$ cat src/rtl/sparse_polynomial_multiply_unit_defines.svh
// Assertion macros shared by the sparse polynomial multiply unit.
// Depends on nothing; included by the modules that check their own logic.
`ifndef SPARSE_POLYNOMIAL_MULTIPLY_UNIT_DEFINES_SVH
`define SPARSE_POLYNOMIAL_MULTIPLY_UNIT_DEFINES_SVH
// Checks that a condition implies another in the same cycle.
`define SPM_ASSERT_IMP(lbl, clk_s, rst_n, a, c) \
	lbl: assert property (@(posedge clk_s) disable iff (!rst_n) (a) |-> (c)) \
		else $error("implication failed");
// Checks that a condition implies another in the next cycle.
`define SPM_ASSERT_NEXT(lbl, clk_s, rst_n, a, c) \
	lbl: assert property (@(posedge clk_s) disable iff (!rst_n) (a) |=> (c)) \
		else $error("next-cycle implication failed");
`endif

$ cat src/rtl/spm_pkg.sv
// Package of the sparse polynomial multiply unit: widths, constants and types.
// Depends on nothing.
`timescale 1ns / 1ps
`default_nettype none
package spm_pkg;
	localparam int MaxTerms = 8;
	localparam int ProdCap = MaxTerms * MaxTerms;
	localparam int TermIdxW = $clog2(MaxTerms);
	localparam int TermCntW = $clog2(MaxTerms + 1);
	localparam int ProdIdxW = $clog2(ProdCap);
	localparam int ProdCntW = $clog2(ProdCap + 1);
	localparam int CoefW = 16;
	localparam int ExpoW = 8;
	localparam int PcoefW = 38;
	localparam int PexpoW = 9;
	localparam int QDepth = 2;

	typedef struct packed {
		logic signed [CoefW-1:0] coef;
		logic [ExpoW-1:0] expo;
	} term_t;

	typedef struct packed {
		logic signed [PcoefW-1:0] coef;
		logic [PexpoW-1:0] expo;
	} prod_t;

	// One queue entry per accepted term: it may load the term, close the job, or both.
	typedef struct packed {
		logic kind;
		logic close;
		logic load;
		logic [TermIdxW-1:0] slot;
		term_t term;
		logic ovf;
	} cmd_t;
endpackage
`default_nettype wire

$ cat src/rtl/spm_front.sv
// Front part: accepts terms, counts them per polynomial and flags overflow.
// Depends on spm_pkg; feeds the command queue.
`timescale 1ns / 1ps
`default_nettype none
`include "sparse_polynomial_multiply_unit_defines.svh"
module spm_front (
	input wire logic clk,
	input wire logic arst_n,
	input wire logic in_valid,
	output logic in_stall,
	input wire logic kind,
	input wire logic signed [spm_pkg::CoefW-1:0] coefficient,
	input wire logic [spm_pkg::ExpoW-1:0] exponent,
	input wire logic last_term,
	output logic cmd_valid,
	input wire logic cmd_full,
	output spm_pkg::cmd_t cmd,
	input wire logic job_done
);
	logic [spm_pkg::TermCntW-1:0] first_cnt_q, second_cnt_q;
	logic ovf_q, busy_q, acc, has_room, closing;

	// Once a job closes, input waits until the back part has emitted it.
	assign in_stall = busy_q || cmd_full;
	assign acc = in_valid && !in_stall;
	assign has_room = kind ? (second_cnt_q < spm_pkg::TermCntW'(spm_pkg::MaxTerms))
		: (first_cnt_q < spm_pkg::TermCntW'(spm_pkg::MaxTerms));
	assign closing = kind && last_term;
	assign cmd_valid = acc;

	always_comb begin
		cmd.kind = kind;
		cmd.close = closing;
		cmd.load = has_room;
		cmd.slot = kind ? second_cnt_q[spm_pkg::TermIdxW-1:0]
			: first_cnt_q[spm_pkg::TermIdxW-1:0];
		cmd.term.coef = coefficient;
		cmd.term.expo = exponent;
		cmd.ovf = ovf_q || !has_room;
	end

	always_ff @(posedge clk or negedge arst_n) begin
		if (!arst_n) begin
			first_cnt_q <= '0;
			second_cnt_q <= '0;
			ovf_q <= 1'b0;
			busy_q <= 1'b0;
		end else begin
			if (job_done) begin
				busy_q <= 1'b0;
			end
			if (acc) begin
				if (closing) begin
					first_cnt_q <= '0;
					second_cnt_q <= '0;
					ovf_q <= 1'b0;
					busy_q <= 1'b1;
				end else begin
					if (!has_room) begin
						ovf_q <= 1'b1;
					end else if (kind) begin
						second_cnt_q <= second_cnt_q + 1'b1;
					end else begin
						first_cnt_q <= first_cnt_q + 1'b1;
					end
				end
			end
		end
	end

	`SPM_ASSERT_IMP(a_cnt_first, clk, arst_n, 1'b1,
		first_cnt_q <= spm_pkg::TermCntW'(spm_pkg::MaxTerms))
	`SPM_ASSERT_IMP(a_cnt_second, clk, arst_n, 1'b1,
		second_cnt_q <= spm_pkg::TermCntW'(spm_pkg::MaxTerms))
	`SPM_ASSERT_NEXT(a_close_busy, clk, arst_n, acc && closing, busy_q)
endmodule
`default_nettype wire

$ cat config.mk
export PLATFORM = sky130hd
export DESIGN_NAME = spm_front
export DESIGN_NICKNAME = d
export VERILOG_FILES = /design/src/rtl/spm_pkg.sv /design/src/rtl/spm_front.sv
export VERILOG_INCLUDE_DIRS = /design/src /design/src/rtl
export SDC_FILE = /design/constraint.sdc
export NUM_CORES = 1
export LEC_CHECK = 0
export BUFFER_PORTS_ARGS = -buffer_cell sky130_fd_sc_hd__buf_2
export CAP_MARGIN = 20
export CORE_UTILIZATION = 25
export DETAILED_ROUTE_END_ITERATION = 8
export HOLD_SLACK_MARGIN = 0.12
export SYNTH_ARGS = -nofsm -noshare
export SYNTH_HDL_FRONTEND = slang
export SYNTH_SLANG_ARGS = --single-unit
$ cat constraint.sdc
create_clock -name clk -period 1.65 [get_ports clk]
set_input_delay 0 -clock clk [delete_from_list [all_inputs] [get_ports clk]]
set_output_delay 0 -clock clk [all_outputs]
set_load 0.005 [all_outputs]
== After elaboration in Yosys (flattened, before gate mapping) ==
Cells that the tools add are included.

* Register bits: 10
* Bits of input ports: 31
* Output and inout bits: 33
* Logic and storage cells: 34

* $add $sub $neg: 2
* $lt $le $gt $ge: 2
* Equality and inequality tests: 2
* Mux-type cells: 13
* Reductions and logical operators: 11

{| class="wikitable"
|+ Operator list
! kind !! number
|-
| two-way mux 4 bit || 6
|-
| adder 4 x 1 -> 4 bit (second input constant) || 2
|-
| less-than comparator 4 bit (second input constant) || 2
|-
| two-way mux 1 bit || 6
|-
| AND reduction 3 bit || 2
|-
| inequality test 2 x 1 -> 1 bit (second input constant) || 2
|-
| nonzero test 2 bit || 2
|-
| two-way mux 3 bit || 1
|-
| logical AND 1 bit || 2
|-
| logical NOT 1 bit || 2
|-
| logical OR 1 bit || 2
|-
| AND reduction 2 bit || 1
|}

== Logic depth before layout (Yosys ltp) ==
Gate-level depths: netlist of the first run.

* Depth after elaboration: 4
* Mapped depth: 4
* Depth with buffers taken out: 4

== Worst setup path before layout of the first run ==
OpenSTA, ideal clock, no wires.

* Kind: flip-flop to flip-flop
* Start: register busy_q
* End: register second_cnt_q[0] in the netlist's numbering
* Library setup time: 0.080 ns
* Arrival time: 1.153 ns
* Required time: 1.570 ns
* Path slack: 0.417 ns
* Stages on the path, launching flop included: 4
* Buffers on the path: 0
* Clock period less this slack: 1.233 ns
* Cell sequence: dfrtp_1 -> nand4bb_1 -> or4_1 -> o211ai_2

* Word-level cells in the longest chain between the ends: 4

{| class="wikitable"
|+ RTL lines
! element !! RTL line !! text
|-
| from (decl) || spm_front.sv:21 || <nowiki>logic ovf_q, busy_q, acc, has_room, closing;</nowiki>
|-
| from (signal assigned) || spm_front.sv:47 || <nowiki>busy_q <= 1'b0;</nowiki>
|-
| from (signal assigned) || spm_front.sv:50 || <nowiki>busy_q <= 1'b0;</nowiki>
|-
| from (signal assigned) || spm_front.sv:57 || <nowiki>busy_q <= 1'b1;</nowiki>
|-
| logical OR 1 bit || spm_front.sv:24 || <nowiki>assign in_stall = busy_q || cmd_full;</nowiki>
|-
| logical NOT 1 bit || spm_front.sv:25 || <nowiki>assign acc = in_valid && !in_stall;</nowiki>
|-
| logical AND 1 bit || spm_front.sv:25 ||
|-
| AND reduction 3 bit (no source line) || - ||
|-
| to (signal assigned) || spm_front.sv:62 || <nowiki>second_cnt_q <= second_cnt_q + 1'b1;</nowiki>
|-
| to (decl) || spm_front.sv:20 || <nowiki>logic [spm_pkg::TermCntW-1:0] first_cnt_q, second_cnt_q;</nowiki>
|}

Every way passes these cells.
A chain may end at the register's enable or synchronous reset.

== Worst setup path in the final report of the first run ==
* Start: input port kind
* End: register second_cnt_q[2] in the netlist's numbering

* Word-level cells in the longest chain between the ends: 3
* Elaborated cells on any way between the ends: 6
* Classes of those cells: mux (2); reduce/logical (4)

{| class="wikitable"
|+ RTL lines
! element !! RTL line !! text
|-
| from (decl) || spm_front.sv:11 || <nowiki>input wire logic kind,</nowiki>
|-
| two-way mux 1 bit / logical AND 1 bit (equally long branches) || spm_front.sv:26, spm_front.sv:28 ||
|-
| nonzero test 2 bit (no source line) || - ||
|-
| AND reduction 3 bit (no source line) || - ||
|}

Parallel ways exist; a longest one is shown, timed or not.

==> impl_metrics.json, run 1 <==
{
  "synth.cell_area_um2": 830,
  "vias": 676,
  "worstMarginPinSlew_ps": 387,
  "p_int_uw": 579,
  "synthTopCellsByArea": "dfrtp_1 (30%), buf_4 (24%), mux2_2 (4.1%)",
  "synth_top_area_cell": "dfrtp_1",
  "final_core_utilization_pct": 33.6,
  "clock-sinks": 10,
  "cts_tree": "yes",
  "nets": 139,
  "initial_core_util_pct": 26.7,
  "grt_max_degree": 14,
  "synth_nets": 120,
  "worstPathArrival_ps": 1520,
  "drt_first_iter_violations": 12,
  "clockBufferDepth": 2,
  "crit_end": "second_cnt_q[2]",
  "die_h_um": 59.6,
  "p_leak_uw": 0.000438,
  "synthTopCellsByCount": "buf_4 (27), dfrtp_1 (10), nand2_1 (5)",
  "dominantRegCellSynth": "dfrtp_1",
  "worstPathRequired_ps": 1800,
  "setup_violations": 0,
  "timing.fmax_mhz": 728,
  "tns_ps": 0,
  "remaining_drc_errors": 0,
  "reg2reg_from": "busy_q",
  "wl_um": 1800,
  "reg2reg_slack_ps": 320,
  "dieWidth_um": 59.6,
  "crit_start": "kind",
  "synth-seq-cells": 10,
  "r2r_end": "second_cnt_q[0]",
  "dieArea_um2": 3550,
  "cts.hold.buffers_added": 28,
  "yosysMostFrequentCell": "buf_4",
  "path_max_fanout": 13,
  "cts_setup_buffers": 0,
  "outcome": "finished clean",
  "drive_gt1_share_pct": 25.0,
  "drt_first_pass_iters": 4,
  "yosys_warnings": 0,
  "synth_edf_count": 0,
  "cts-root-buf": "clkbuf_4",
  "ff2ff_path_depth": 3,
  "pin_count": 64,
  "cp-start-kind": "primary input",
  "grt_pass1_vias": 620,
  "grt_usage_pct": 11.1,
  "area_growth_pct": 25.8,
  "clock_skew_ps": 0.912,
  "p_total_uw": 866,
  "ir_drop_uv": 467,
  "dpl.hpwl_um": 1150,
  "io_buffers": 15,
  "path_class": "primary input to flip-flop",
  "fp.coreArea_um2": 3100,
  "switching_share_pct": 33.1,
  "slew_violations": 0,
  "post-route-period-util_pct": 83.3,
  "hold_path.class": "primary input to async pin",
  "overflow": 0,
  "p_clk_share_pct": 19.1,
  "diodes": 0,
  "clkLatencyLatePin_ps": 260,
  "comb_power_share_pct": 36.3,
  "wl_per_cell_um": 12.2,
  "final-hold-violation-count": 0,
  "place.gp.congestion": 0.760,
  "rsz0062_at_grt": "false",
  "row_count": 20,
  "slew_headroom_pct": 74.2,
  "ys_types": 30,
  "vias_per_cell": 4.57,
  "p_per_area_nw_per_um2": 830,
  "clkTransAtPathRegs_ps": 60,
  "drv_cap": 0,
  "switchingPower_uw": 287,
  "synth_top_cell_area_share_pct": 30.2,
  "antenna_found_initial": 0,
  "htreeDepth": 1,
  "critPathCaptureType": "flip-flop",
  "period_minus_slack_ps": 1370,
  "cts_buffers": 3,
  "power_frac_seq_pct": 44.6,
  "avgSynthCellArea_um2": 9.54,
  "grt_pass1_wl_um": 2880,
  "yosysSeqAreaShare_pct": 30.2,
  "ys_async_sr_fraction_pct": 100,
  "ctsResizeCount": 0,
  "holdWs_ps": 147,
  "syn_inst": 87,
  "drtAntennaViolNets": 0
}
==> per-layer routing <==
layer / GRT usage [%] / share of wire, % / vias up
met5: 0 / 0 / -
met4: 0.997 / 0 / 0
met3: 5.24 / 11 / 0
met2: 17.8 / 45 / 44
met1: 14.2 / 44 / 315
li1: - / - / 317
==> stage by stage <==
| stage | setup slack (ps) | instances | area (um2) |
|---|---|---|---|
| floorplan | 417 | 87 | 830 |
| CTS | 282 | 148 | 1040 |
| global route | 208 | 148 | 1040 |
| detailed placement | 330 | 117 | 741 |
| global placement | 383 | 117 | 741 |
| finish | 276 | 148 | 1040 |
==> power groups by stage <==
stage / Combinational (uW) / Clock [uW] / Sequential [uW]
2_1_floorplan: 237 / 0 / 366
3_3_place_gp: 248 / 0 / 385
5_1_grt: 355 / 188 / 400
6_report: 315 / 165 / 386
4_1_cts: 318 / 175 / 387
3_5_place_dp: 255 / 0 / 390
==> flip-flops by register name, indices dropped and copies added (netlist names) <==
signal	flops
busy_q	1
second_cnt_q	4
ovf_q	1
first_cnt_q	4
==> how the worst min path moves through the flow <==
stage,endpoint,slack (ps)
finish,second_cnt_q[0],150
global placement,ovf_q,-120
detailed placement,second_cnt_q[0],-120
floorplan,busy_q,-300
global route,busy_q,150
CTS,second_cnt_q[1],150
==> placed cells by master (no fill, tap or decap), types with 2 or more instances in the layout <==
cell type	count
o2bb2ai_1	3
a21oi_1	3
a22oi_1	2
ha_1	2
nand2_1	5
a41oi_1	2
o21ai_1	3
clkbuf_4	3
nand2b_1	2
mux2_2	3
nor2b_1	4
dlygate4sd3_1	28
nor2_1	2
and2_1	2
dfrtp_1	10
buf_2	15
inv_1	2
==> logic make-up (layout without fill, tap and decap cells) <==
logic type      after synthesis  after routing  share of synthesized area [%]
compound gates               18             18                           15.8
fa+ha+maj                     2              2                           3.02
buf+inv                      31             48                           27.3
flops                        10             10                           30.2
mux                           4              4                           5.73
simple gates                 22             22                           17.9
==> area by class of cell <==
| cell class | count | area (um2) |
|---|---|---|
| clock buffers | 3 | 22.5 |
| flip-flops and latches | 10 | 250 |
| fillers | 340 | 2060 |
| repair buffers | 43 | 355 |
| inverters | 2 | 7.51 |
| well taps | 44 | 55.1 |
| multi-input cells | 46 | 353 |
==> worst max-delay path, stage by stage <==
cell and delay (ps):
dlygate4sd3_1 520, buf_2 260, mux2i_2 360, a21oi_1 110
a211o_1 270
Note: power is estimated with default switching activity, not from simulation.
==> inputs of run 2 (changes only) <==
Clock period 1.65 ns to 1.3 ns, I/O delays scaled along.
==> run 2 against run 1 <==
Die area did not move; sequential cell count is the same; critical endpoint is now first_cnt_q[2]; highest routed layer is now met4; global-route usage rose by 0.22 points.
==> impl_metrics.json, run 2 (same netlist as run 1, synthesis figures left out) <==
{
  "outcome": "finished clean",
  "clkTransAtPathRegs_ps": 70,
  "ir_drop_uv": 327,
  "critPathSlowestCell": "dfrtp_2",
  "p_leak_uw": 0.000478,
  "clockBufferDepth": 2,
  "path_class": "flip-flop to flip-flop",
  "vias": 712,
  "fp.coreArea_um2": 3100,
  "dr_wl_met3_um": 139,
  "worstMarginPinSlew_ps": 270,
  "grt_pass1_wl_um": 2950,
  "hold_path.class": "primary input to async pin",
  "period_minus_slack_ps": 1240,
  "wl_um": 1830,
  "clkLatencyLatePin_ps": 260,
  "nets": 148,
  "layout_commonest_cell": "dlygate4sd3_1",
  "dpl.hpwl_um": 1240,
  "cp-start-kind": "flip-flop",
  "worstPathRequired_ps": 1450,
  "setup_ws_ps": 61.6,
  "top_layer_used": "met4",
  "clock-sinks": 10,
  "htreeDepth": 1,
  "cts_tree": "yes",
  "path_max_fanout": 5,
  "grt_max_degree": 12,
  "dieWidth_um": 59.6,
  "drtAntennaViolNets": 0,
  "nFillCells": 322,
  "critPathCaptureType": "flip-flop",
  "cts-root-buf": "clkbuf_4",
  "initial_core_util_pct": 26.7,
  "tns_ps": 0,
  "wl_met1_um": 811,
  "grt_pass1_vias": 690,
  "final-hold-violation-count": 0,
  "diodes": 0,
  "die_h_um": 59.6,
  "antenna_found_initial": 0,
  "critical_path.max_stage_delay_ps": 440,
  "pin_count": 64,
  "slew_violations": 0,
  "cts_buffers": 3,
  "drt_first_iter_violations": 16,
  "p_per_area_nw_per_um2": 1040,
  "drv_cap": 0,
  "overflow": 0,
  "dieArea_um2": 3550,
  "place.gp.congestion": 0.765,
  "timing.fmax_mhz": 807,
  "path_cells": "nor3b_4 > buf_4 > o21ai_1 > a22o_1",
  "area_growth_pct": 34.2,
  "grt_usage_pct": 11.3,
  "row_count": 20,
  "layout_common_cells": "dlygate4sd3_1 (28), buf_2 (15), buf_4 (9)",
  "wl_per_cell_um": 11.7,
  "pre_cts_ws_ps": 47.6,
  "io_buffers": 15,
  "worstPathArrival_ps": 1390,
  "clock_skew_ps": 1.56,
  "rsz0062_at_grt": "false",
  "drt_first_pass_iters": 4,
  "remaining_drc_errors": 0,
  "drive_gt1_share_pct": 32.7,
  "slew_headroom_pct": 82.0,
  "post-route-period-util_pct": 95.3,
  "wl_met2_um": 857,
  "setup_violations": 0,
  "vias_per_cell": 4.54,
  "reg_top3": "first_cnt_q: 4 flops, second_cnt_q: 4 flops"
}
==> run 2: cell types whose count changed in the layout (fill, tap and decap cells not counted), sizes merged <==
| cell | previous run | this run |
|---|---|---|
| buf | 15 | 24 |
==> run 2: timing repair <==
item	in CTS	in global routing
setup buffers	2	0
hold endpoints to repair	41	0
hold buffers	28	0
resized for setup	0	2
cloned	0	0
setup endpoints to repair	1	6
pin swaps	1	2
==> run 2: critical path, delay by kind of cell (launching register included) <==
kind,cells,cell delay [ps]
flops,1,440
compound gates,2,280
simple gates,1,250
buf+inv,1,160
==> run 2: path summary, 6_finish.rpt <==
check	from	endpoint	slack [ps]	cells after the start
setup / recovery	busy_q	first_cnt_q[2]	60	4
hold / removal	arst_n	second_cnt_q[0]	150	2
setup reg to reg	busy_q	first_cnt_q[2]	60	4
hold reg to reg	ovf_q	ovf_q	490	1
max in group asynchronous	arst_n	busy_q	930	2
min in group clk	in_valid	second_cnt_q[0]	190	4
==> run 2: metal layers <==
| layer | vias to the layer above | track usage [%] |
|---|---|---|
| li1 | 333 | - |
| met1 | 334 | 14.0 |
| met2 | 43 | 18.6 |
| met3 | 2 | 2.18 |
| met4 | 0 | 5.98 |
| met5 | - | 0 |
==> run 2: metrics by stage <==
stage / cell area [um2] / util, % / total power [uW] / cells / hold slack [ps]
after global routing: 1110 / 35.9 / 1260 / 157 / 164
after floorplan: 830 / - / 765 / 87 / -296
after detailed placement: 793 / 25.6 / 871 / 124 / -113
final: 1110 / 35.9 / 1160 / 157 / 147
after global placement: 793 / 25.6 / 861 / 124 / -117
after CTS: 1110 / 35.8 / 1170 / 157 / 149
==> run 2: cell type report <==
cell class              count  area (um2)  share of cell area (%)
repair buffers             52         423                    38.0
flip-flops and latches     10         253                    22.7
clock buffers               3        22.5                    2.02
inverters                   2        7.51                   0.674
multi-input cells          46         353                    31.7
well taps                  44        55.1                    4.94
==> run 2: power by group <==
part	internal, uW	total [uW]	switching (uW)
Sequential	389	466	77.4
Combinational	290	480	190
Clock	107	214	107
Total	786	1160	375
==> inputs of run 3 (changes only) <==
Settings changed: BUFFER_PORTS_ARGS -buffer_cell sky130_fd_sc_hd__buf_2 to not set, DONT_BUFFER_PORTS set to 1.
==> run 3 against run 2 <==
Critical path depth is 1 lower; core utilization fell by 1.7 points; sequential share of layout area grew 1.2 points; sequential power grew 3%; combinational power shrank 14%; routed wire length up 5.4%; critical path type unchanged; largest power group is now registers.
==> impl_metrics.json, run 3 (same netlist as run 1, synthesis figures left out) <==
{
  "outcome": "finished clean",
  "vias_per_cell": 4.62,
  "met1_usage_pct": 13.8,
  "cts_buffers": 3,
  "dpl.hpwl_um": 1170,
  "critPathCaptureType": "flip-flop",
  "slew_violations": 0,
  "overflow": 0,
  "vias": 652,
  "holdPathStages": 3,
  "layout_common_cells": "dlygate4sd3_1 (30), dfrtp_1 (7), buf_4 (6)",
  "dieArea_um2": 3550,
  "drv_cap": 0,
  "crit_buf_inv": 0,
  "dieWidth_um": 59.6,
  "reg2reg_slack_ps": 20,
  "initial_core_util_pct": 26.7,
  "seqCellArea_um2": 254,
  "wl_um": 1930,
  "wl_per_cell_um": 13.7,
  "row_count": 20,
  "grt_max_degree": 14,
  "hold_path.class": "primary input to flip-flop",
  "final-hold-violation-count": 0,
  "cts-root-buf": "clkbuf_4",
  "area_growth_pct": 28.1,
  "clkLatencyLatePin_ps": 270,
  "holdWs_ps": 84.2,
  "timing.fmax_mhz": 782,
  "antenna_found_initial": 0,
  "place.gp.congestion": 0.803,
  "slew_headroom_pct": 67.4,
  "cp-start-kind": "flip-flop",
  "clkTransAtPathRegs_ps": 60,
  "post-route-period-util_pct": 98.3,
  "p_leak_uw": 0.000414,
  "worstPathRequired_ps": 1490,
  "dpl_cell_area_um2": 703,
  "path_max_fanout": 5,
  "clock_skew_ps": 8.23,
  "layout_commonest_cell": "dlygate4sd3_1",
  "ff2ff_path_depth": 3,
  "grt_pass1_wl_um": 2760,
  "drive_gt1_share_pct": 21.6,
  "worstMarginPinSlew_ps": 487,
  "drt_first_pass_iters": 4,
  "path_cells": "nand4bb_4 > or4_1 > o211ai_2",
  "nFillCells": 320,
  "die_h_um": 59.6,
  "ir_drop_uv": 584,
  "multi_input_area_um2": 378,
  "cts_tree": "yes",
  "pin_count": 64,
  "final_area_um2": 1060,
  "remaining_drc_errors": 0,
  "grt.busiest_layer": "met2",
  "period_minus_slack_ps": 1280,
  "nets": 132,
  "clock-sinks": 10,
  "worstPathArrival_ps": 1470,
  "critPathSlowestCell": "dfrtp_2",
  "fp.coreArea_um2": 3100,
  "tns_ps": 0,
  "grt_usage_pct": 10.9,
  "diodes": 0,
  "drtAntennaViolNets": 0,
  "crit_family": "simple AND/OR/NAND/NOR gates",
  "critical_path.max_stage_delay_ps": 440,
  "met2_usage_pct": 17.0,
  "p_per_area_nw_per_um2": 1050,
  "met3_usage_pct": 4.37,
  "drt_first_iter_violations": 12,
  "setup_violations": 0,
  "clockBufferDepth": 2,
  "htreeDepth": 1,
  "path_class": "flip-flop to flip-flop",
  "grt_pass1_vias": 576,
  "reg_top3": "first_cnt_q: 4 flops, second_cnt_q: 4 flops",
  "io_buffers": 0,
  "cp.depth": 3
}
==> run 3: cell types whose count changed in the layout (fill, tap and decap cells not counted), sizes merged <==
cell         previous run  this run
dlygate4sd3            28        30
buf                    24         6
==> run 3: timing repair <==
item / in CTS / in global routing
gates resized for setup: 0 / 5
endpoints found under the setup margin: 0 / 8
endpoints found under the hold margin: 46 / 8
setup buffers: 0 / 1
hold buffers: 29 / 1
==> run 3: layer usage <==
layer	wire, um	share of wire (%)	vias to the layer above
li1	-	-	301
met1	841	44	304
met2	903	47	45
met3	173	9.0	2
met4	10	0.52	0
met5	0	0	-
==> run 3: cell type report <==
type | instances | share of cell area, %
repair buffers | 36 | 32.5
multi-input cells | 46 | 35.6
clock buffers | 3 | 2.12
inverters | 2 | 0.707
flip-flops and latches | 10 | 23.9
well taps | 44 | 5.18
==> run 3: worst min-delay path, stage by stage <==
cell and delay (ps):
mux2i_4 60, a21oi_1 140, a211o_1 110
==> run 3: where the power goes <==
group          total [uW]  internal, uW  switching, uW  leakage (uW)
combinational         411           245            165      0.000286
clock                 220           107            112     0.0000138
sequential            482           391           90.9      0.000114
==> run 3: through the flow <==
stage          cells  util, %  total power, uW  setup slack, ps
6_report         141     34.2             1110             21.7
5_1_grt          141     34.2             1190            -15.1
4_1_cts          139     32.7             1100             27.3
3_5_place_dp     107     22.7              782             39.4
3_3_place_gp     107     22.7              773             74.2
2_1_floorplan     87        -              765             66.9
==> run 3: worst paths after layout <==
check                      startpoint         endpoint
max in group asynchronous      arst_n           busy_q
min in group asynchronous      arst_n            ovf_q
setup / recovery               busy_q  second_cnt_q[0]
setup reg to reg               busy_q  second_cnt_q[0]
hold / removal                   kind  second_cnt_q[2]
hold reg to reg                 ovf_q            ovf_q
