==> src/rtl/sparse_polynomial_multiply_unit_defines.svh <==
// Assertion macros shared by the sparse polynomial multiply unit.
// Depends on nothing; included by the modules that check their own logic.
`ifndef SPARSE_POLYNOMIAL_MULTIPLY_UNIT_DEFINES_SVH
`define SPARSE_POLYNOMIAL_MULTIPLY_UNIT_DEFINES_SVH
// Checks that a condition implies another in the same cycle.
`define SPM_ASSERT_IMP(lbl, clk_s, rst_n, a, c) \
	lbl: assert property (@(posedge clk_s) disable iff (!rst_n) (a) |-> (c)) \
		else $error("implication failed");
// Checks that a condition implies another in the next cycle.
`define SPM_ASSERT_NEXT(lbl, clk_s, rst_n, a, c) \
	lbl: assert property (@(posedge clk_s) disable iff (!rst_n) (a) |=> (c)) \
		else $error("next-cycle implication failed");
`endif

==> src/rtl/spm_pkg.sv <==
// Package of the sparse polynomial multiply unit: widths, constants and types.
// Depends on nothing.
`timescale 1ns / 1ps
`default_nettype none
package spm_pkg;
	localparam int MaxTerms = 8;
	localparam int ProdCap = MaxTerms * MaxTerms;
	localparam int TermIdxW = $clog2(MaxTerms);
	localparam int TermCntW = $clog2(MaxTerms + 1);
	localparam int ProdIdxW = $clog2(ProdCap);
	localparam int ProdCntW = $clog2(ProdCap + 1);
	localparam int CoefW = 16;
	localparam int ExpoW = 8;
	localparam int PcoefW = 38;
	localparam int PexpoW = 9;
	localparam int QDepth = 2;

	typedef struct packed {
		logic signed [CoefW-1:0] coef;
		logic [ExpoW-1:0] expo;
	} term_t;

	typedef struct packed {
		logic signed [PcoefW-1:0] coef;
		logic [PexpoW-1:0] expo;
	} prod_t;

	// One queue entry per accepted term: it may load the term, close the job, or both.
	typedef struct packed {
		logic kind;
		logic close;
		logic load;
		logic [TermIdxW-1:0] slot;
		term_t term;
		logic ovf;
	} cmd_t;
endpackage
`default_nettype wire

==> src/rtl/spm_queue.sv <==
// Short command queue between the front and back parts.
// Depends on spm_pkg.
`timescale 1ns / 1ps
`default_nettype none
module spm_queue (
	input wire logic clk,
	input wire logic arst_n,
	input wire logic push,
	input wire spm_pkg::cmd_t push_data,
	output logic full,
	output logic not_empty,
	input wire logic pop,
	output spm_pkg::cmd_t pop_data
);
	spm_pkg::cmd_t ent_q [spm_pkg::QDepth];
	logic [$clog2(spm_pkg::QDepth)-1:0] wp_q, rp_q;
	logic [$clog2(spm_pkg::QDepth+1)-1:0] cnt_q;

	assign full = cnt_q == ($clog2(spm_pkg::QDepth+1))'(spm_pkg::QDepth);
	assign not_empty = cnt_q != '0;
	assign pop_data = ent_q[rp_q];

	always_ff @(posedge clk) begin
		if (push) begin
			ent_q[wp_q] <= push_data;
		end
	end

	always_ff @(posedge clk or negedge arst_n) begin
		if (!arst_n) begin
			wp_q <= '0;
			rp_q <= '0;
			cnt_q <= '0;
		end else begin
			if (push) begin
				wp_q <= wp_q + 1'b1;
			end
			if (pop) begin
				rp_q <= rp_q + 1'b1;
			end
			cnt_q <= cnt_q + {{($clog2(spm_pkg::QDepth+1)-1){1'b0}}, push}
				- {{($clog2(spm_pkg::QDepth+1)-1){1'b0}}, pop};
		end
	end
endmodule
`default_nettype wire

==> config.mk <==
export PLATFORM = sky130hd
export DESIGN_NAME = spm_queue
export DESIGN_NICKNAME = d
export VERILOG_FILES = /design/src/rtl/sparse_polynomial_multiply_unit_defines.svh /design/src/rtl/spm_pkg.sv /design/src/rtl/spm_queue.sv
export SDC_FILE = /design/constraint.sdc
export NUM_CORES = 1
export LEC_CHECK = 0
export CAP_MARGIN = 20
export CORE_MARGIN = 5
export CORE_UTILIZATION = 43
export CTS_CLUSTER_DIAMETER = 60
export DETAILED_ROUTE_END_ITERATION = 10
export DONT_BUFFER_PORTS = 1
export GPL_TIMING_DRIVEN = 0
export PLACE_DENSITY_LB_ADDON = 0.2
export SETUP_SLACK_MARGIN = 0.4
export SYNTH_ARGS = -nofsm -noshare
export SYNTH_HDL_FRONTEND = slang
export SYNTH_SLANG_ARGS = --single-unit
==> constraint.sdc <==
create_clock -name clk -period 3.7 [get_ports clk]
set_input_delay 1.11 -clock clk [delete_from_list [all_inputs] [get_ports clk]]
set_output_delay 1.11 -clock clk [all_outputs]
set_load 0.005 [all_outputs]
# Word level (Yosys, flattened, before mapping)
# Memories as Yosys holds them, arrays and structs flattened.
# Cells that the tools add are included.
# W data, S select, Z words.
# word_totals
register_bits,4
out_inout_bits,33
ram_bits,62
word_cells,12
n_memories,1
# op_classes
n_reduce_logical,1
add_sub_neg,4
muxes,2
eq_ne,1
# memory_table
name,words,word_bits,rd,rd_ports_with_merged_regs,wr,line_no,rtl
ent_q,2,31,1,0,1,spm_queue.sv:15,spm_pkg::cmd_t ent_q [spm_pkg::QDepth];
# op_table
cell,count
$add A1 B1 Y1 const B,2
$add A2 B1 Y2,1
$eq A2 B2 Y1 const B,1
$mux W1,2
$reduce_bool A2 Y1,1
$sub A2 B1 Y2,1

# Depth between registers and ports, before layout
# Gate-level depths: netlist of run 1.
# depth
depth_word,2
ltp_mapped,5
depth_no_buf,5

# Worst setup path before layout of run 1
# No wires, ideal clock.
# synth_timing
path_type,input -> register
from,input port push
to,"memory ent_q[0][0] (netlist name), enable pin"
slack_ns,0.762
t_arrival_ns,2.515
stages,1
t_required_ns,3.277
cell_sequence,nor2b_1
# synth_via
elab_chain_cells,2
# synth_rtl
element,line_no,rtl
from (decl),spm_queue.sv:8,"input wire logic push,"
$mux W1,spm_queue.sv:24,if (push) begin
$mux W1 (not written as such),spm_queue.sv:25,ent_q[wp_q] <= push_data;
to (decl),spm_queue.sv:15,
# Every way passes these cells.

==> metrics.csv, run 1 <==
stage,metric,value,unit
sta,Setup TNS,0,ns
clock_network,TritonCTS clock tree,yes,
sta,Clock Skew,0.003368,ns
critical_path,Setup Crit Path Kind,register to output port,
placed_design,post-DP HPWL,2621,um
yosys,#FFs+latches synth,66,
yosys,Synth Instances,112,
layout,Finished Layout Cells,203,
yosys,ys async rst share,0.06061,
floorplan,# rows,28,
sta,Worst Tran Pin Value,0.8761,ns
critical_path,"Req. time, crit path",2.59,ns
yosys,post-synth top area share,0.7188,
critical_path,crit-path max FO,10,
yosys,top cell type by total area after synthesis,edfxtp_1,
worst_hold_path,Worst Hold Class,input pin to asynchronous set/reset pin,
drt,vias per cell,4.857,
yosys,Post-synth EDFFs,62,
clock_network,total setup buffers inserted after CTS,0,
drt,Routed wire per std cell,18.31,um
critical_path,"Arr. time, crit path",1.29,ns
yosys,Yosys cell types,13,
critical_path,Worst Setup End Kind,output port,
placed_design,placed insts,188,
power,Leak,1.074,nW
sta,Fin. Hold Viols,0,
yosys,Synth Cell Area,2590,um^2
floorplan,die width,87.61,um
flow_run,Max Cap Viol,0,
sta,"Slew Viols, Final",0,
clock_network,Post-CTS Resized,0,
placed_design,Final GP Congestion,0.6530,
layout,FF+latch area,1962,um^2
global_route,vias in the first global route,1101,
floorplan,CORE AREA,5886,um^2
drt,# DRC,0,
drt,total number of vias,986,
global_route,grt ovf,0,
run_status,status,"finished, final reports clean",
yosys,synth top area cells,"edfxtp_1, mux2_4, dfrtp_1",
clock_network,worst skew pair latency,0.32,ns
power,P per Cell Area,766.0,nW/um^2
clock_network,CTS buffer count,9,
layout,fin util,0.4915,
power,Total Power,0.002216,W
drt,Post-DRT Antenna Nets,0,
placed_design,PortBufs,0,
layout,area used by multi-input combinational logic,556.8,um^2
drt,routed wire length,3716,um
global_route,largest net degree at the start of global routing,32,
sta,"Setup violations, final",0,
global_route,first-pass GRT wire length,5561,um
yosys,"count leader, synth",edfxtp_1,
critical_path,startpoint types,register,
drt,DRT Pass-1 Iters,4,
sta,"Worst Setup Slack, final",1.295,ns
layout,fillcell total,485,
yosys,Synth Net Count,149,
yosys,Yosys warnings,0,
placed_design,Placement Setup Slack,1.350,ns
layout,n_diodes,0,
layout,layout cell share with drive strength beyond 1,0.3828,
floorplan,Boundary Pins,68,
sta,unrepaired setup endpoints after global routing,false,
layout,Final nets,161,
yosys,Post-synth top cells,"edfxtp_1, mux2_4, dfrtp_1, buf_12",
yosys,register area share after synthesis,0.7575,
clock_network,# hold bufs at CTS,0,
layout,Layout area overhead,11.69,%
yosys,Post-Syn Area per Cell,23.12,um^2
global_route,initial antenna violation count,0,
clock_network,clock root buffer,clkbuf_8,
power,maximum VDD drop,0.4831,mV
floorplan,die area,7676,um^2
drt,initial drt markers,23,
clock_network,clk sink count,66,
sta,min Tclk post-route,2.405,ns
yosys,"Top FF cell, synth",edfxtp_1,
floorplan,initial core utilization,0.4401,
clock_network,clk buf depth,2,
clock_network,H-tree level count,3,
clock_network,"Reg clk slew, reported paths",0.06,ns
sta,max frequency,415.8,MHz
floorplan,die span in y,87.61,um
sta,period utilization,0.6500,
global_route,GRT Util Overall,0.1053,
sta,Rel. slew slack,0.4147,
[metrics by stage]
step	hold slack [ns]	instance area, um^2
2_1_floorplan	0.4555	2590
5_1_grt	0.4453	2893
3_5_place_dp	0.5655	2719
3_3_place_gp	0.4693	2684
4_1_cts	0.4517	2893
6_report	0.4732	2893
[per-layer routing]
layer  wire [um]  up-vias  share of wire  track usage
met3         467        7           0.13      0.06491
met1        1269      478           0.34      0.09876
li1            -      456              -            -
met2        1910       45           0.51       0.1658
met4          69        0          0.019      0.07950
met5           0        -              0            0
[where the power goes]
part           internal, W  total (W)  switching (W)
combinational     0.000367   0.000645       0.000277
clock             0.000299   0.000526       0.000227
sequential        0.000998    0.00105      0.0000470
total              0.00166    0.00222       0.000552
[worst max-delay path: stages, from the launching register on]
cell     delay, ns
dfrtp_1       0.37
buf_6         0.14
buf_12        0.15
mux2_4        0.31
[cells by family (layout without fill, tap and decap cells)]
logic type / Yosys count / in the layout / synth area share
XOR/XNOR: 3 / 3 / 0.01594
adder cells (fa/ha/maj): 2 / 2 / 0.009660
buffers and inverters: 6 / 22 / 0.03044
multiplexers: 31 / 31 / 0.1768
flip-flops: 66 / 66 / 0.7575
AND/OR/NAND/NOR: 4 / 4 / 0.009664
[final timing paths]
kind	start	to	slack (ns)	cells after the start
max	rp_q$_DFFE_PN0P_	pop_data[18]	1.30	3
min	arst_n	cnt_q[1]$_DFF_PN0_	0.47	0
max reg2reg	wp_q$_DFFE_PN0P_	ent_q[1][26]$_DFFE_PP_	2.05	2
min reg2reg	wp_q$_DFFE_PN0P_	wp_q$_DFFE_PN0P_	0.57	1
max in group asynchronous	arst_n	rp_q$_DFFE_PN0P_	3.16	0
min in group clk	wp_q$_DFFE_PN0P_	wp_q$_DFFE_PN0P_	0.57	1
[layout make-up]
class | instances | area share
multi-input cells | 40 | 0.1925
clock inverters | 5 | 0.01600
clock buffers | 10 | 0.04412
flip-flops and latches | 66 | 0.6782
well taps | 75 | 0.03244
plain buffers | 4 | 0.02465
inverters | 2 | 0.002595
repair buffers | 1 | 0.009516
[sequential cells by signal, indices dropped and copies added, names as in the netlist]
name / count
ent_q: 62
cnt_q: 2
rp_q: 1
wp_q: 1
[placed cells by master (no fill, tap or decap)]
master     netlist  final
buf_12           3      3
clkbuf_1         0      1
nor2b_4          0      1
edfxtp_1        62     62
mux2_2           2      2
buf_16           0      1
ha_1             2      2
clkinv_2         0      1
or2_2            1      1
xor2_1           2      2
dfrtp_1          4      4
inv_1            2      2
buf_6            1      1
clkinv_1         0      3
mux2_4          29     29
xor3_1           1      1
nor2b_1          2      1
bufinv_16        0      1
clkbuf_8         0      9
and2_1           1      1
No activity file was read; power rests on OpenSTA's default activity.
==> run 2: changes to the inputs <==
==> constraint.sdc (replaced) <==
create_clock -name clk -period 2.46 [get_ports clk]
set_input_delay 0.738 -clock clk [delete_from_list [all_inputs] [get_ports clk]]
set_output_delay 0.738 -clock clk [all_outputs]
set_load 0.005 [all_outputs]
==> metrics.csv, run 2 (synthesized netlist as in run 1, its figures left out) <==
stage,metric,value,unit,change
layout,biggest registers after layout,"ent_q x62, cnt_q x2",,
clock_network,clk buf depth,2,,unchanged
placed_design,post-DP HPWL,2636,um,+0.59%
critical_path,Worst path max stage delay,0.37,ns,about the same
drt,Routed wire per std cell,18.18,um,-0.71%
sta,worst hold slack,0.1044,ns,-0.3688 ns
critical_path,Levels on crit path,3,,unchanged
clock_network,H-tree level count,3,,unchanged
sta,"Slew Viols, Final",0,,unchanged
sta,min Tclk post-route,2.030,ns,
power,Seq pwr share,0.482,,+0.010
global_route,initial antenna violation count,0,,unchanged
layout,Reg with most FFs,ent_q,,
drt,routed wire length,3726,um,+0.27%
clock_network,Post-CTS Resized,0,,unchanged
layout,max reg flops,62,,unchanged
critical_path,"Slowest-stage cell, CP",dfrtp_1,,
clock_network,clk sink count,66,,unchanged
drt,initial drt markers,69,,+200%
power,Comb pwr share,0.302,,+0.011
clock_network,TritonCTS clock tree,yes,,
layout,n_diodes,0,,unchanged
critical_path,crit-path max FO,10,,unchanged
critical_path,Setup Crit Path Kind,register to output port,,
critical_path,"Req. time, crit path",1.72,ns,-0.87 ns
critical_path,"Arr. time, crit path",1.29,ns,about the same
power,P per Cell Area,1131,nW/um^2,+48%
global_route,GRT Util Overall,0.1052,,-0.0001157
layout,"most common cell after layout, fill and taps aside",edfxtp_1,,
sta,"Setup violations, final",0,,unchanged
drt,# DRC,0,,unchanged
power,Internal,0.002419,W,+45%
clock_network,CTS buffer count,9,,unchanged
drt,Post-DRT Antenna Nets,0,,unchanged
critical_path,Crit. Startpoint,rp_q$_DFFE_PN0P_,,
sta,max frequency,492.5,MHz,
floorplan,Boundary Pins,68,,unchanged
layout,most frequent cells in the layout,"edfxtp_1, mux2_4, clkbuf_8",,
flow_run,Max Cap Viol,0,,unchanged
floorplan,die span in y,87.61,um,unchanged
run_status,status,"finished, final reports clean",,
global_route,largest net degree at the start of global routing,32,,unchanged
sta,unrepaired setup endpoints after global routing,true,,
drt,vias per cell,4.859,,about the same
global_route,vias in the first global route,1088,,-1.2%
placed_design,Final GP Congestion,0.6692,,+2.5%
sta,Setup TNS,0,ns,unchanged
critical_path,"CP delay by family, top",flip-flops,,
drt,total number of vias,996,,+1.0%
worst_hold_path,Worst Hold Class,input pin to asynchronous set/reset pin,,
layout,layout cell share with drive strength beyond 1,0.3923,,+0.009495
layout,Final nets,162,,+0.62%
global_route,first-pass GRT wire length,5602,um,+0.74%
critical_path,crit-path cells,buf_6 -> buf_12 -> mux2_4,,
floorplan,die width,87.61,um,unchanged
sta,Fin. Hold Viols,0,,unchanged
clock_network,"Reg clk slew, reported paths",0.06,ns,about the same
layout,Layout area overhead,11.21,%,
global_route,grt ovf,0,,unchanged
floorplan,CORE AREA,5886,um^2,unchanged
sta,Worst Tran Pin Value,0.8947,ns,+0.01861 ns
power,Leak,1.072,nW,-0.21%
power,maximum VDD drop,0.7354,mV,+52%
critical_path,Crit Reg-Reg Startpoint,wp_q$_DFFE_PN0P_,,
floorplan,initial core utilization,0.4401,,unchanged
clock_network,worst skew pair latency,0.32,ns,about the same
sta,period utilization,0.8254,,
power,clock power share,0.216,,-0.021
drt,DRT Pass-1 Iters,4,,unchanged
critical_path,r2r endpoint,ent_q[0][1]$_DFFE_PP_,,
sta,Clock Skew,0.003338,ns,-0.00003006 ns
floorplan,die area,7676,um^2,unchanged
critical_path,Worst Setup End Kind,output port,,
clock_network,total setup buffers inserted after CTS,0,,unchanged
clock_network,clock root buffer,clkbuf_8,,
clock_network,# hold bufs at CTS,0,,unchanged
power,switching part of the total,0.2575,,+0.008614
floorplan,# rows,28,,unchanged
critical_path,reg2reg setup slack,0.92,ns,-1.13 ns
critical_path,cell depth of the worst flop-to-flop path,1,,-1
layout,fillcell total,482,,-0.62%
critical_path,startpoint types,register,,
sta,Rel. slew slack,0.4023,,-0.01243
placed_design,PortBufs,0,,unchanged
power,sw power,0.0008390,W,+52%
critical_path,Worst Path Buf+Inv,2,,unchanged
-- run 2: cell type report --
class / instances / area, um^2 / area share
Tap cell: 75 / 93.84 / 0.03258
Clock inverter: 4 / 18.77 / 0.006516
Clock buffer: 12 / 135.1 / 0.04692
Timing Repair Buffer: 2 / 35.03 / 0.01216
Buffer: 4 / 71.32 / 0.02476
Multi-Input combinational cell: 40 / 556.8 / 0.1933
Inverter: 2 / 7.507 / 0.002606
Sequential cell: 66 / 1962 / 0.6811
-- run 2: through the flow --
step                      power [W]  instance area, um^2  std cells    util  setup WS [ns]
after floorplan            0.002405                 2592        112       -         0.4691
after global placement     0.002542                 2686        187  0.4564         0.1038
after detailed placement   0.002603                 2719        188  0.4619         0.5584
after CTS                  0.003314                 2873        204  0.4881         0.4032
after global routing       0.003448                 2880        205  0.4894         0.3906
final                      0.003258                 2880        205  0.4894         0.4296
-- run 2: per-layer routing --
layer | part of all wire | global-route usage | vias up
met5 | 0 | 0 | -
met4 | 0.023 | 0.06695 | 0
met3 | 0.13 | 0.06021 | 9
met2 | 0.50 | 0.1664 | 48
met1 | 0.35 | 0.1065 | 481
li1 | - | - | 458
-- run 2: worst max path at each step --
stage               slack, ns                    end
detailed placement       0.56  ent_q[0][5]$_DFFE_PP_
global placement         0.10  ent_q[0][7]$_DFFE_PP_
global route             0.39           pop_data[18]
floorplan                0.47  ent_q[0][0]$_DFFE_PP_
finish                   0.43           pop_data[13]
CTS                      0.40           pop_data[13]
-- run 2: power by group through the flow --
stage | combinational [W] | clock (W) | sequential (W)
2_1_floorplan | 0.000829 | 0 | 0.00158
3_3_place_gp | 0.000956 | 0 | 0.00159
3_5_place_dp | 0.00101 | 0 | 0.00160
4_1_cts | 0.00101 | 0.000733 | 0.00157
5_1_grt | 0.00105 | 0.000801 | 0.00159
6_report | 0.000984 | 0.000703 | 0.00157
==> run 3: changes to the inputs <==
--- a/config.mk
+++ b/config.mk
@@ -5,6 +5,7 @@
 export SDC_FILE = /design/constraint.sdc
 export NUM_CORES = 1
 export LEC_CHECK = 0
+export ABC_AREA = 1
 export CAP_MARGIN = 20
 export CORE_MARGIN = 5
 export CORE_UTILIZATION = 43
==> constraint.sdc (replaced) <==
create_clock -name clk -period 1.8 [get_ports clk]
set_input_delay 0.54 -clock clk [delete_from_list [all_inputs] [get_ports clk]]
set_output_delay 0.54 -clock clk [all_outputs]
set_load 0.005 [all_outputs]
==> metrics.csv, run 3 <==
stage,metric,value,unit,change
run_status,status,"finished, final reports clean",,
yosys,Yosys warnings,0,,unchanged
sta,Fin. Hold Viols,0,,unchanged
clock_network,"Reg clk slew, reported paths",0.06,ns,about the same
sta,Worst Tran Pin Value,0.5095,ns,-0.3852 ns
power,P per Cell Area,1564,nW/um^2,+38%
yosys,ys async rst share,0.06061,,unchanged
drt,vias per cell,4.797,,-1.3%
critical_path,Worst Setup End Kind,output port,,
clock_network,clk sink count,66,,unchanged
yosys,Synth Net Count,224,,+50%
placed_design,post-DP HPWL,3292,um,+25%
clock_network,clock root buffer,clkbuf_8,,
critical_path,"CP delay by family, top",flip-flops,,
yosys,Synth Cell Area,2651,um^2,+2.4%
layout,Layout area overhead,21.90,%,
global_route,initial antenna violation count,0,,unchanged
clock_network,worst skew pair latency,0.33,ns,about the same
drt,initial drt markers,79,,+14%
sta,"Slew Viols, Final",0,,unchanged
sta,worst hold slack,0.2919,ns,+0.1875 ns
yosys,post-synth top area share,0.7022,,-0.01662
critical_path,most frequent CP cell,buf_8,,
drt,routed wire length,4924,um,+32%
critical_path,Setup Crit Path Kind,register to output port,,
global_route,first-pass GRT wire length,7679,um,+37%
layout,layout cell share with drive strength beyond 1,0.3555,,-0.03686
sta,min Tclk post-route,1.733,ns,
clock_network,clk buf depth,2,,unchanged
global_route,largest net degree at the start of global routing,17,,-47%
yosys,Synth Instances,187,,+67%
floorplan,die width,88.52,um,+1.0%
global_route,met2 usage,0.2542,,+0.08781
drt,total number of vias,1372,,+38%
critical_path,Worst path max stage delay,0.38,ns,about the same
yosys,Post-synth EDFFs,62,,unchanged
clock_network,CTS buffer count,9,,unchanged
drt,# DRC,0,,unchanged
clock_network,H-tree level count,3,,unchanged
floorplan,CORE AREA,5956,um^2,+1.2%
yosys,Post-Syn Area per Cell,14.18,um^2,-39%
sta,Clock Skew,0.006908,ns,+0.003570 ns
yosys,Post-synth top cells,"edfxtp_1, inv_1, nand2_1, o21ai_2, buf_6",,
layout,biggest registers after layout,"ent_q x62, cnt_q x2",,
worst_hold_path,Worst Hold Class,input pin to register,,
yosys,top cell type by total area after synthesis,edfxtp_1,,
floorplan,initial core utilization,0.4452,,+0.005117
global_route,met1 usage,0.1274,,+0.02096
power,Leak,1.220,nW,+14%
yosys,"Top FF cell, synth",edfxtp_1,,
yosys,#FFs+latches synth,66,,unchanged
yosys,"count leader, synth",edfxtp_1,,
floorplan,# rows,28,,unchanged
global_route,GRT Util Overall,0.1383,,+0.03315
layout,max reg flops,62,,unchanged
sta,unrepaired setup endpoints after global routing,true,,
critical_path,"Arr. time, crit path",1.19,ns,-0.10 ns
sta,max frequency,577.0,MHz,
yosys,Yosys cell types,13,,unchanged
yosys,register area share after synthesis,0.7400,,-0.01752
global_route,grt ovf,0,,unchanged
power,maximum VDD drop,1.023,mV,+39%
placed_design,PortBufs,0,,unchanged
drt,Post-DRT Antenna Nets,0,,unchanged
layout,Final nets,243,,+50%
drt,Routed wire per std cell,17.22,um,-5.3%
global_route,vias in the first global route,1570,,+44%
layout,"most common cell after layout, fill and taps aside",edfxtp_1,,
floorplan,Boundary Pins,68,,unchanged
drt,DRT Pass-1 Iters,3,,-1
layout,Reg with most FFs,ent_q,,
yosys,synth top area cells,"edfxtp_1, o21ai_2, inv_1",,
placed_design,Final GP Congestion,0.7135,,+6.6%
global_route,grt peak-use layer,met2,,
layout,most frequent cells in the layout,"edfxtp_1, inv_1, nand2_1",,
critical_path,crit-path max FO,10,,unchanged
clock_network,TritonCTS clock tree,yes,,
critical_path,"Req. time, crit path",1.26,ns,-0.46 ns
layout,n_diodes,0,,unchanged
sta,"Setup violations, final",0,,unchanged
power,Total Power,0.005054,W,+55%
critical_path,Worst Path Buf+Inv,2,,unchanged
critical_path,crit-path cells,buf_8 -> buf_8 -> nand2_1 -> o21ai_4,,
floorplan,die span in y,88.52,um,+1.0%
critical_path,"Slowest-stage cell, CP",dfrtp_1,,
global_route,grt met3 use,0.06238,,+0.002177
sta,Rel. slew slack,0.6595,,+0.2573
critical_path,startpoint types,register,,
flow_run,Max Cap Viol,0,,unchanged
sta,period utilization,0.9628,,
floorplan,die area,7836,um^2,+2.1%
## run 3: logic make-up after synthesis
group                      after synthesis  synth area share
adders and majority gates                2          0.009437
buffers and inverters                   45           0.08494
DFF                                     66            0.7400
AOI/OAI and AO/OA                       31           0.09957
xor gates and xnor gates                 2          0.006608
and+or+nand+nor                         41           0.05946
## run 3: path summary, 6_finish.rpt
path	startpoint	to	slack [ns]	cells after the start
setup reg to reg	cnt_q[0]$_DFF_PN0_	cnt_q[1]$_DFF_PN0_	0.45	7
min in group asynchronous	arst_n	cnt_q[1]$_DFF_PN0_	0.48	1
setup / recovery	rp_q$_DFFE_PN0P_	pop_data[5]	0.07	4
hold reg to reg	rp_q$_DFFE_PN0P_	rp_q$_DFFE_PN0P_	0.63	2
max in group asynchronous	arst_n	wp_q$_DFFE_PN0P_	1.16	1
hold / removal	pop	rp_q$_DFFE_PN0P_	0.29	1
## run 3: routing by layer
metal,wire [um],vias to the layer above
met2,2733,45
met1,1672,655
met4,68,0
li1,-,665
met3,449,7
met5,0,-
## run 3: final cells by class
class	count	area, um^2
buffer	7	107.6
timing repair buffer	6	72.57
clock inverter	6	33.78
timing repair inverter	1	7.507
multi-input combinational	77	668.1
inverter	38	158.9
tap	75	93.84
fill	515	2724
sequential	66	1962
clock buffer	10	127.6
## run 3: report_power, final
part | internal [W] | leakage [nW] | switching (W)
Clock | 0.000487 | 0.0795 | 0.000511
Combinational | 0.000770 | 0.511 | 0.00111
Sequential | 0.00205 | 0.629 | 0.000126
Total | 0.00330 | 1.22 | 0.00175
## run 3: per-stage QoR
stage	cells	util	worst slack (ns)	TNS, ns	instance area [um^2]
after floorplan	187	-	0.3691	0	2683
after global placement	262	0.4662	0.1632	0	2776
after detailed placement	262	0.4662	0.1118	0	2776
after CTS	283	0.5212	0.04905	0	3104
after global routing	286	0.5426	-0.001482	-0.002054	3232
final	286	0.5426	0.06692	0	3232
## run 3: timing repair
item | CTS | global route
setup buffers | 2 | 3
resized for setup | 27 | 13
gates cloned | 2 | 0
hold buffers | 1 | 0
pin swaps | 2 | 3
endpoints found under the hold margin | 4 | 0
setup endpoints to repair | 95 | 81
## run 3: worst reg2reg max path, stage by stage (launching register included)
cell and delay, ns:
dfrtp_1 0.41, inv_2 0.06, buf_4 0.14, ha_4 0.25, inv_1 0.04, ha_2 0.18, nand3_1 0.10, nand2_1 0.06
